File: config.mk
export PLATFORM = sky130hd
export DESIGN_NAME = av_sync_frame_scheduler_flat
export DESIGN_NICKNAME = d
export VERILOG_FILES = /design/src/rtl/avsfs_pkg.sv /design/src/rtl/avsfs_if.sv /design/src/rtl/avsfs_decide.sv /design/src/rtl/av_sync_frame_scheduler.sv /design/src/flat_wrapper.sv
export VERILOG_INCLUDE_DIRS = /design/src /design/src/rtl
export SDC_FILE = /design/constraint.sdc
export NUM_CORES = 1
export LEC_CHECK = 0
export ABC_CLOCK_PERIOD_IN_PS = 29800
export BUFFER_PORTS_ARGS = -buffer_cell sky130_fd_sc_hd__buf_2
export CAP_MARGIN = 15
export CORE_ASPECT_RATIO = 1.2
export CORE_MARGIN = 8
export CORE_UTILIZATION = 40
export CTS_CLUSTER_SIZE = 8
export DETAILED_ROUTE_END_ITERATION = 8
export SLEW_MARGIN = 0
export SYNTH_ARGS = -nofsm -noshare
export SYNTH_HDL_FRONTEND = slang
export SYNTH_HIERARCHICAL = 1
export SYNTH_SLANG_ARGS = --single-unit
File: constraint.sdc
create_clock -name clk -period 29.8 [get_ports clk]
set_input_delay 4.47 -clock clk [delete_from_list [all_inputs] [get_ports clk]]
set_output_delay 4.47 -clock clk [all_outputs]
set_load 0.01 [all_outputs]
File: src/rtl/av_sync_frame_scheduler_macros.svh
// assertion helpers shared by the rtl
`ifndef AV_SYNC_FRAME_SCHEDULER_MACROS_SVH
`define AV_SYNC_FRAME_SCHEDULER_MACROS_SVH

// same-cycle implication, checked out of reset
`define AVSFS_ASSERT_NOW(label, clk, rst_n, ante, cons) \
    label: assert property (@(posedge clk) disable iff (!rst_n) (ante) |-> (cons)) \
        else $error("avsfs same-cycle check failed");

// next-cycle implication, checked out of reset
`define AVSFS_ASSERT_NEXT(label, clk, rst_n, ante, cons) \
    label: assert property (@(posedge clk) disable iff (!rst_n) (ante) |=> (cons)) \
        else $error("avsfs next-cycle check failed");

`endif

File: src/rtl/avsfs_pkg.sv
package avsfs_pkg;

    // field widths
    localparam int W_US    = 48;
    localparam int W_DELAY = 21;
    localparam int W_CALC  = 50;

    // timing constants in microseconds
    localparam logic [W_DELAY-1:0]       DEFAULT_DELAY = 21'd40000;
    localparam logic signed [W_CALC-1:0] MAX_STEP      = 50'sd1000000;
    localparam logic signed [W_CALC-1:0] DROP_LATE     = -50'sd100000;
    localparam logic [W_DELAY-1:0]       THR_MIN       = 21'd10000;
    localparam logic [W_DELAY-1:0]       THR_MAX       = 21'd100000;
    localparam logic [W_DELAY-1:0]       DELAY_CAP     = 21'd500000;
    localparam logic [W_US:0]            PRESENT_SLACK = 49'd1000;

    typedef enum logic [1:0] {
        ACT_WAIT       = 2'd0,
        ACT_PRESENT    = 2'd1,
        ACT_DROP       = 2'd2,
        ACT_RESET_DONE = 2'd3
    } action_t;

    typedef enum logic {
        MODE_OFFER = 1'b0,
        MODE_RESET = 1'b1
    } mode_t;

    typedef struct packed {
        mode_t                  mode;
        logic signed [W_US-1:0] frame_pts_us;
        logic signed [W_US-1:0] audio_clock_us;
        logic [W_US-1:0]        now_us;
        logic                   more_frames_waiting;
    } offer_t;

    typedef struct packed {
        logic signed [W_US-1:0] last_pts;
        logic [W_DELAY-1:0]     last_delay;
        logic [W_US-1:0]        timer_base;
    } sync_state_t;

    typedef struct packed {
        action_t     action;
        sync_state_t next_state;
    } decision_t;

endpackage

File: src/rtl/avsfs_if.sv
// offer channel: one frame offer or timing reset per word
interface avsfs_offer_if;
    logic                              valid;
    logic                              ready;
    avsfs_pkg::mode_t                  mode;
    logic signed [avsfs_pkg::W_US-1:0] frame_pts_us;
    logic signed [avsfs_pkg::W_US-1:0] audio_clock_us;
    logic [avsfs_pkg::W_US-1:0]        now_us;
    logic                              more_frames_waiting;

    modport source (output valid, mode, frame_pts_us, audio_clock_us, now_us,
                    more_frames_waiting, input ready);
    modport sink (input valid, mode, frame_pts_us, audio_clock_us, now_us,
                  more_frames_waiting, output ready);
endinterface

// result channel: one action per word
interface avsfs_result_if;
    logic               valid;
    logic               ready;
    avsfs_pkg::action_t action;

    modport source (output valid, action, input ready);
    modport sink (input valid, action, output ready);
endinterface

// configuration write channel
interface avsfs_cfg_if;
    logic valid;
    logic ready;
    logic audio_master;

    modport source (output valid, audio_master, input ready);
    modport sink (input valid, audio_master, output ready);
endinterface

File: src/rtl/avsfs_decide.sv
module avsfs_decide
(
    input  logic                   audio_master,
    input  avsfs_pkg::offer_t      item,
    input  avsfs_pkg::sync_state_t state,
    output avsfs_pkg::decision_t   decision
);

    logic signed [avsfs_pkg::W_CALC-1:0]  pts_w;
    logic signed [avsfs_pkg::W_CALC-1:0]  last_w;
    logic signed [avsfs_pkg::W_CALC-1:0]  aclk_w;
    logic signed [avsfs_pkg::W_CALC-1:0]  step;
    logic signed [avsfs_pkg::W_CALC-1:0]  diff;
    logic signed [avsfs_pkg::W_CALC-1:0]  d_w;
    logic signed [avsfs_pkg::W_CALC-1:0]  thr_w;
    logic signed [avsfs_pkg::W_CALC-1:0]  sum;
    logic                                 step_ok;
    logic                                 late;
    logic                                 due;
    logic [avsfs_pkg::W_DELAY-1:0]        d;
    logic [avsfs_pkg::W_DELAY-1:0]        thr;
    logic [avsfs_pkg::W_DELAY-1:0]        actual;
    logic [avsfs_pkg::W_US:0]             target;
    logic [avsfs_pkg::W_US:0]             now_slack;
    logic [avsfs_pkg::W_US-1:0]           timer_new;

    // sign-extend timestamps to the working width
    assign pts_w  = {{2{item.frame_pts_us[47]}}, item.frame_pts_us};
    assign last_w = {{2{state.last_pts[47]}}, state.last_pts};
    assign aclk_w = {{2{item.audio_clock_us[47]}}, item.audio_clock_us};

    // nominal delay from the timestamp step, falling back to the last delay or the default delay
    assign step    = pts_w - last_w;
    assign step_ok = (step > 50'sd0) && (step < avsfs_pkg::MAX_STEP);
    assign d = step_ok ? step[avsfs_pkg::W_DELAY-1:0]
             : ((state.last_delay != '0) ? state.last_delay : avsfs_pkg::DEFAULT_DELAY);
    assign d_w = $signed({29'b0, d});

    // a/v difference and late drop test
    assign diff = pts_w - aclk_w;
    assign late = audio_master && item.more_frames_waiting && (diff < avsfs_pkg::DROP_LATE);

    // sync threshold clamped to its window
    assign thr = (d < avsfs_pkg::THR_MIN) ? avsfs_pkg::THR_MIN
               : ((d > avsfs_pkg::THR_MAX) ? avsfs_pkg::THR_MAX : d);
    assign thr_w = $signed({29'b0, thr});
    assign sum   = d_w + diff;

    // corrected delay
    always_comb
    begin
        actual = d;
        if (audio_master)
        begin
            if (diff <= -thr_w)
            begin
                actual = '0;
            end
            else if (diff >= thr_w)
            begin
                if (sum > $signed({29'b0, avsfs_pkg::DELAY_CAP}))
                begin
                    actual = avsfs_pkg::DELAY_CAP;
                end
                else
                begin
                    actual = sum[avsfs_pkg::W_DELAY-1:0];
                end
            end
        end
    end

    // presentation target and saturated timer update
    assign target    = {1'b0, state.timer_base} + {28'b0, actual};
    assign now_slack = {1'b0, item.now_us} + avsfs_pkg::PRESENT_SLACK;
    assign due       = (now_slack >= target);
    assign timer_new = (actual == '0) ? item.now_us
                     : (target[avsfs_pkg::W_US] ? '1 : target[avsfs_pkg::W_US-1:0]);

    // action and next state
    always_comb
    begin
        decision.action     = avsfs_pkg::ACT_WAIT;
        decision.next_state = state;
        if (item.mode == avsfs_pkg::MODE_RESET)
        begin
            decision.action                = avsfs_pkg::ACT_RESET_DONE;
            decision.next_state.last_pts    = item.frame_pts_us;
            decision.next_state.last_delay  = avsfs_pkg::DEFAULT_DELAY;
            decision.next_state.timer_base  = item.now_us;
        end
        else if (late)
        begin
            decision.action                = avsfs_pkg::ACT_DROP;
            decision.next_state.last_pts    = item.frame_pts_us;
            decision.next_state.last_delay  = d;
            decision.next_state.timer_base  = item.now_us;
        end
        else if (due)
        begin
            decision.action                = avsfs_pkg::ACT_PRESENT;
            decision.next_state.last_pts    = item.frame_pts_us;
            decision.next_state.last_delay  = d;
            decision.next_state.timer_base  = timer_new;
        end
    end

endmodule

File: src/rtl/av_sync_frame_scheduler.sv
// Audio-master video frame pacer. Each offer word carries a frame timestamp,
// the audio clock, the current time and a queue hint, and yields one action
// word: wait, present, drop, or timing reset done. Offers are taken one per
// cycle while the result is not stalled. An accepted offer is held in the
// input register, decided there combinationally, and its action word and
// the timing state update are registered together when it moves on (input
// register, then result register). A stalled result blocks only when both
// registers are full. audio_master is written through the config channel,
// which is always ready, and should be changed only while no offer is
// pending.
`include "av_sync_frame_scheduler_macros.svh"

module av_sync_frame_scheduler
(
    input  logic                  clk,
    input  logic                  rst_n,
    avsfs_cfg_if.sink             cfg,
    avsfs_offer_if.sink           offer,
    avsfs_result_if.source        result
);

    logic                   audio_master_reg;
    logic                   audio_master_next;
    logic                   s1_valid_reg;
    logic                   s1_valid_next;
    avsfs_pkg::offer_t      s1_item_reg;
    avsfs_pkg::offer_t      s1_item_next;
    avsfs_pkg::sync_state_t state_reg;
    avsfs_pkg::sync_state_t state_next;
    logic                   res_valid_reg;
    logic                   res_valid_next;
    avsfs_pkg::action_t     res_action_reg;
    avsfs_pkg::action_t     res_action_next;
    avsfs_pkg::decision_t   decision;
    logic                   s1_fire;
    logic                   in_take;

    // handshakes
    assign cfg.ready     = 1'b1;
    assign s1_fire       = s1_valid_reg && (!res_valid_reg || result.ready);
    assign offer.ready   = !s1_valid_reg || s1_fire;
    assign in_take       = offer.valid && offer.ready;
    assign result.valid  = res_valid_reg;
    assign result.action = res_action_reg;

    // decision logic
    avsfs_decide u_decide
    (
        .audio_master (audio_master_reg),
        .item         (s1_item_reg),
        .state        (state_reg),
        .decision     (decision)
    );

    // next values
    always_comb
    begin
        audio_master_next = audio_master_reg;
        if (cfg.valid)
        begin
            audio_master_next = cfg.audio_master;
        end

        s1_valid_next = s1_valid_reg;
        s1_item_next  = s1_item_reg;
        if (in_take)
        begin
            s1_valid_next                    = 1'b1;
            s1_item_next.mode                = offer.mode;
            s1_item_next.frame_pts_us        = offer.frame_pts_us;
            s1_item_next.audio_clock_us      = offer.audio_clock_us;
            s1_item_next.now_us              = offer.now_us;
            s1_item_next.more_frames_waiting = offer.more_frames_waiting;
        end
        else if (s1_fire)
        begin
            s1_valid_next = 1'b0;
        end

        state_next      = state_reg;
        res_valid_next  = res_valid_reg;
        res_action_next = res_action_reg;
        if (s1_fire)
        begin
            state_next      = decision.next_state;
            res_valid_next  = 1'b1;
            res_action_next = decision.action;
        end
        else if (result.ready)
        begin
            res_valid_next = 1'b0;
        end
    end

    // control and timing state
    always_ff @(posedge clk or negedge rst_n)
    begin
        if (!rst_n)
        begin
            audio_master_reg <= 1'b0;
            s1_valid_reg     <= 1'b0;
            res_valid_reg    <= 1'b0;
            state_reg        <= '0;
        end
        else
        begin
            audio_master_reg <= audio_master_next;
            s1_valid_reg     <= s1_valid_next;
            res_valid_reg    <= res_valid_next;
            state_reg        <= state_next;
        end
    end

    // payload registers
    always_ff @(posedge clk)
    begin
        s1_item_reg    <= s1_item_next;
        res_action_reg <= res_action_next;
    end

    // timing state moves only when a word is decided
    `AVSFS_ASSERT_NEXT(a_state_hold, clk, rst_n, !s1_fire, $stable(state_reg))

    // a decided word always lands in the result register
    `AVSFS_ASSERT_NEXT(a_fire_result, clk, rst_n, s1_fire, res_valid_reg)

    // a timing reset word re-bases the timer on its own time
    `AVSFS_ASSERT_NEXT(a_reset_rebase, clk, rst_n,
        s1_fire && (s1_item_reg.mode == avsfs_pkg::MODE_RESET),
        (res_action_reg == avsfs_pkg::ACT_RESET_DONE) &&
        (state_reg.timer_base == $past(s1_item_reg.now_us)))

    // drops happen only with audio as master clock
    `AVSFS_ASSERT_NOW(a_drop_master, clk, rst_n,
        s1_fire && (decision.action == avsfs_pkg::ACT_DROP), audio_master_reg)

    // a full, stalled pipe takes no new word
    `AVSFS_ASSERT_NOW(a_stall_block, clk, rst_n, s1_valid_reg && !s1_fire, !offer.ready)

endmodule

File: src/flat_wrapper.sv
// flat-port wrapper written by rule: the top's interface ports become plain ports
module av_sync_frame_scheduler_flat 
  (clk, rst_n, cfg_valid, cfg_audio_master, cfg_ready, offer_valid, offer_mode, offer_frame_pts_us, offer_audio_clock_us, offer_now_us, offer_more_frames_waiting, offer_ready, result_valid, result_action, result_ready);
  avsfs_cfg_if cfg_i ();
  avsfs_offer_if offer_i ();
  avsfs_result_if result_i ();
  input  logic clk;
  input  logic rst_n;
  input wire logic [$bits(cfg_i.valid)-1:0] cfg_valid;
  input wire logic [$bits(cfg_i.audio_master)-1:0] cfg_audio_master;
  output wire logic [$bits(cfg_i.ready)-1:0] cfg_ready;
  input wire logic [$bits(offer_i.valid)-1:0] offer_valid;
  input wire logic [$bits(offer_i.mode)-1:0] offer_mode;
  input wire logic [$bits(offer_i.frame_pts_us)-1:0] offer_frame_pts_us;
  input wire logic [$bits(offer_i.audio_clock_us)-1:0] offer_audio_clock_us;
  input wire logic [$bits(offer_i.now_us)-1:0] offer_now_us;
  input wire logic [$bits(offer_i.more_frames_waiting)-1:0] offer_more_frames_waiting;
  output wire logic [$bits(offer_i.ready)-1:0] offer_ready;
  output wire logic [$bits(result_i.valid)-1:0] result_valid;
  output wire logic [$bits(result_i.action)-1:0] result_action;
  input wire logic [$bits(result_i.ready)-1:0] result_ready;
  assign cfg_i.valid = cfg_valid;
  assign cfg_i.audio_master = cfg_audio_master;
  assign cfg_ready = cfg_i.ready;
  assign offer_i.valid = offer_valid;
  assign offer_i.mode = offer_mode;
  assign offer_i.frame_pts_us = offer_frame_pts_us;
  assign offer_i.audio_clock_us = offer_audio_clock_us;
  assign offer_i.now_us = offer_now_us;
  assign offer_i.more_frames_waiting = offer_more_frames_waiting;
  assign offer_ready = offer_i.ready;
  assign result_valid = result_i.valid;
  assign result_action = result_i.action;
  assign result_i.ready = result_ready;
  av_sync_frame_scheduler u_core (.clk(clk), .rst_n(rst_n), .cfg(cfg_i), .offer(offer_i), .result(result_i));
endmodule
==> flow_metrics.tcl <==
set metrics [dict create \
    status "complete, no violations" \
    synth_edf_count 148 \
    skew_ps 30.6 \
    grt_max_degree 119 \
    worst_pin_slew_ps 1100 \
    finalHoldViolCount 0 \
    rsz0062_at_grt "false" \
    slowest_delay_ps 820 \
    cts_resized 0 \
    wirelength_um 83500 \
    die_height_um 296 \
    port-buffer-count 155 \
    initial_core_util 0.404 \
    drt.antenna.violating_nets 0 \
    area_growth_pct 10.9 \
    drc_errors 0 \
    cts_tree "done" \
    cts-root-buf "clkbuf_16" \
    clock_path_buffers 3 \
    clk_pin_slew_ps 50 \
    drtPass1Iterations 6 \
    seq_area_frac_synth 0.286 \
    dpl_worst_slack_ps 11010 \
    rows 102 \
    power.total_w 0.00263 \
    yosysWarnings 6 \
    path_class "reg -> reg" \
    hpwl_um 66100 \
    first_global_vias 23468 \
    cap_violations 0 \
    gp_congestion 0.949 \
    fp.dieArea_um2 73600 \
    nets 3600 \
    hold_path_class "reg -> reg" \
    setup.worst_path.end_class "flip-flop" \
    die_w_um 249 \
    startpoint_type "flip-flop" \
    finalSetupViolations 0 \
    p_leak_nw 12.3 \
    drt-wirelength-per-cell_um 20.6 \
    post_synth_xor_area_fraction 0.0592 \
    cts_max_level 2 \
    numCtsBuffers 40 \
    synthCells 3042 \
    synth_simple_gate_area_frac 0.189 \
    syn_area_per_cell_um2 8.56 \
    crit_buf_inv 7 \
    io-pin-count 157 \
    p_per_area_nw_per_um2 91.1 \
    grt_overflow_total 0 \
    antenna_found_initial 0 \
    fin_crit_ps 19140 \
    cts_setup_buffers 0 \
    setup_ws_ps 10660 \
    clock_latency_ps 570 \
    via_count 23732 \
    drive_gt1_frac 0.127 \
    cp.required_ps 30230 \
    critPathSlowestCell "mux2i_1" \
    crit_path_frequent_cell "a21oi_1" \
    synth_top_family_by_area "compound AO/OA/AOI/OAI gates" \
    cpLargestDelayFamily "compound AO/OA/AOI/OAI gates" \
    ys_ff_latch 268 \
    synth-compound-area-share 0.226 \
    slew_viol_final 0 \
    crit_fanout 83 \
    relSlewSlack 0.269 \
    grt_first_pass_wirelength_um 131000 \
    peakVddDrop_mv 0.0479 \
    clock-sinks 268 \
    fin_crit_sh 0.642 \
    fin_tns_setup_ps 0 \
    ys.flop_type "edfxtp_1" \
    critPathArrivalTime_ps 19570 \
    synth_cell_types 95 \
    vias_per_cell 5.86 \
    num_antenna_cells 0 \
    grtUsageTotal 0.220 \
    syn-cell-area_um2 26100 \
    hold_buffers 0 \
    drt_iter0_drc 1571 \
    max_freq_mhz 52.3 \
    synth_mux_area_frac 0.0652 \
    async_flop_share 0.448 \
    core_area_um2 64400 \
    synthAdderAreaFrac 0.127 \
    largest_reg_flops 146 \
]
worst register-to-register path: cells and delay by family, from the launching register on:
family                     cells  cell delay [ps]
AOI/OAI and AO/OA             40             8870
and+or+nand+nor               20             4480
adders and majority gates      6             1800
buffers and inverters          7             1750
muxes                          3             1530
DFF                            1              400
xor gates and xnor gates       1              200
through the flow:
step                      cells   util  hold WS [ps]  instance area [um^2]
after detailed placement   3976  0.430           493                 27700
final                      4049  0.448           501                 28900
after CTS                  4049  0.448           505                 28900
after global placement     3976  0.430           487                 27700
after global routing       4049  0.448           521                 28900
after floorplan            3077      -           477                 26200
logic make-up after synthesis:
logic type,Yosys count
flip-flops,268
buffers and inverters,299
XOR/XNOR,176
adder cells (fa/ha/maj),262
multiplexers,147
AO/OA/AOI/OAI,895
other,3
AND/OR/NAND/NOR,992
path summary, 6_finish.rpt:
| check | startpoint | to | slack [ps] | cells past startpoint |
|---|---|---|---|---|
| max | u_core/s1_item_reg[97] | u_core/state_reg[69] | 10660 | 77 |
| max in group asynchronous | rst_n | u_core/state_reg[95] | 24650 | 2 |
| max reg2reg | u_core/s1_item_reg[97] | u_core/state_reg[69] | 10660 | 77 |
| min | u_core/state_reg[85] | u_core/state_reg[85] | 500 | 1 |
| min reg2reg | u_core/state_reg[85] | u_core/state_reg[85] | 500 | 1 |
| min in group asynchronous | rst_n | u_core/state_reg[12] | 3990 | 1 |
Yosys cell counts, types with 32 or more instances:
library cell	instances	area (um^2)
a211oi_1	32	240
a21o_1	82	616
a21oi_1	236	1180
and3_1	48	300
clkbuf_1	70	263
dfrtp_1	120	3000
edfxtp_1	148	4440
ha_1	258	3230
inv_1	188	706
mux2_2	105	1180
nand2_1	279	1050
nand3_1	88	440
nand4_1	83	519
nor2_1	218	818
nor3_1	66	330
nor4_1	36	225
o21a_1	41	308
o21ai_0	182	911
o21bai_1	33	248
o22ai_1	46	288
xnor2_1	107	937
xor2_1	69	604
area by class of cell:
| cell class | instances | area, um^2 |
|---|---|---|
| fillers | 6400 | 35600 |
| multi-input cells | 2510 | 17500 |
| flip-flops and latches | 268 | 7450 |
| clock buffers | 70 | 1160 |
| well taps | 832 | 1040 |
| repair buffers | 176 | 940 |
| inverters | 190 | 718 |
| clock inverters | 3 | 51.3 |
power breakdown:
| group | internal, W | leakage (nW) | switching, W |
|---|---|---|---|
| sequential | 0.000482 | 2.83 | 0.0000830 |
| combinational | 0.000635 | 8.87 | 0.000992 |
| clock | 0.000269 | 0.576 | 0.000173 |
| total | 0.00139 | 12.3 | 0.00125 |
cells in the final DEF, fill, tap and decap left out, drive strengths merged, types with 82 or more instances in the layout:
cell type and instances:
ha 258, dfrtp 120, edfxtp 148, a21oi 247, mux2 124, buf 176, o21ai 193, nand4 83
inv 188, nand3 90, nand2 281, nor2 218, a21o 82, xnor2 107
per-layer routing:
| metal | global-route usage | part of all wire | wire, um |
|---|---|---|---|
| met5 | 0 | 0 | 0 |
| met3 | 0.0285 | 0.043 | 3590 |
| met2 | 0.399 | 0.50 | 41400 |
| met4 | 0.0980 | 0.048 | 4010 |
| met1 | 0.257 | 0.41 | 34400 |
Power figures use the tool's default switching activity.
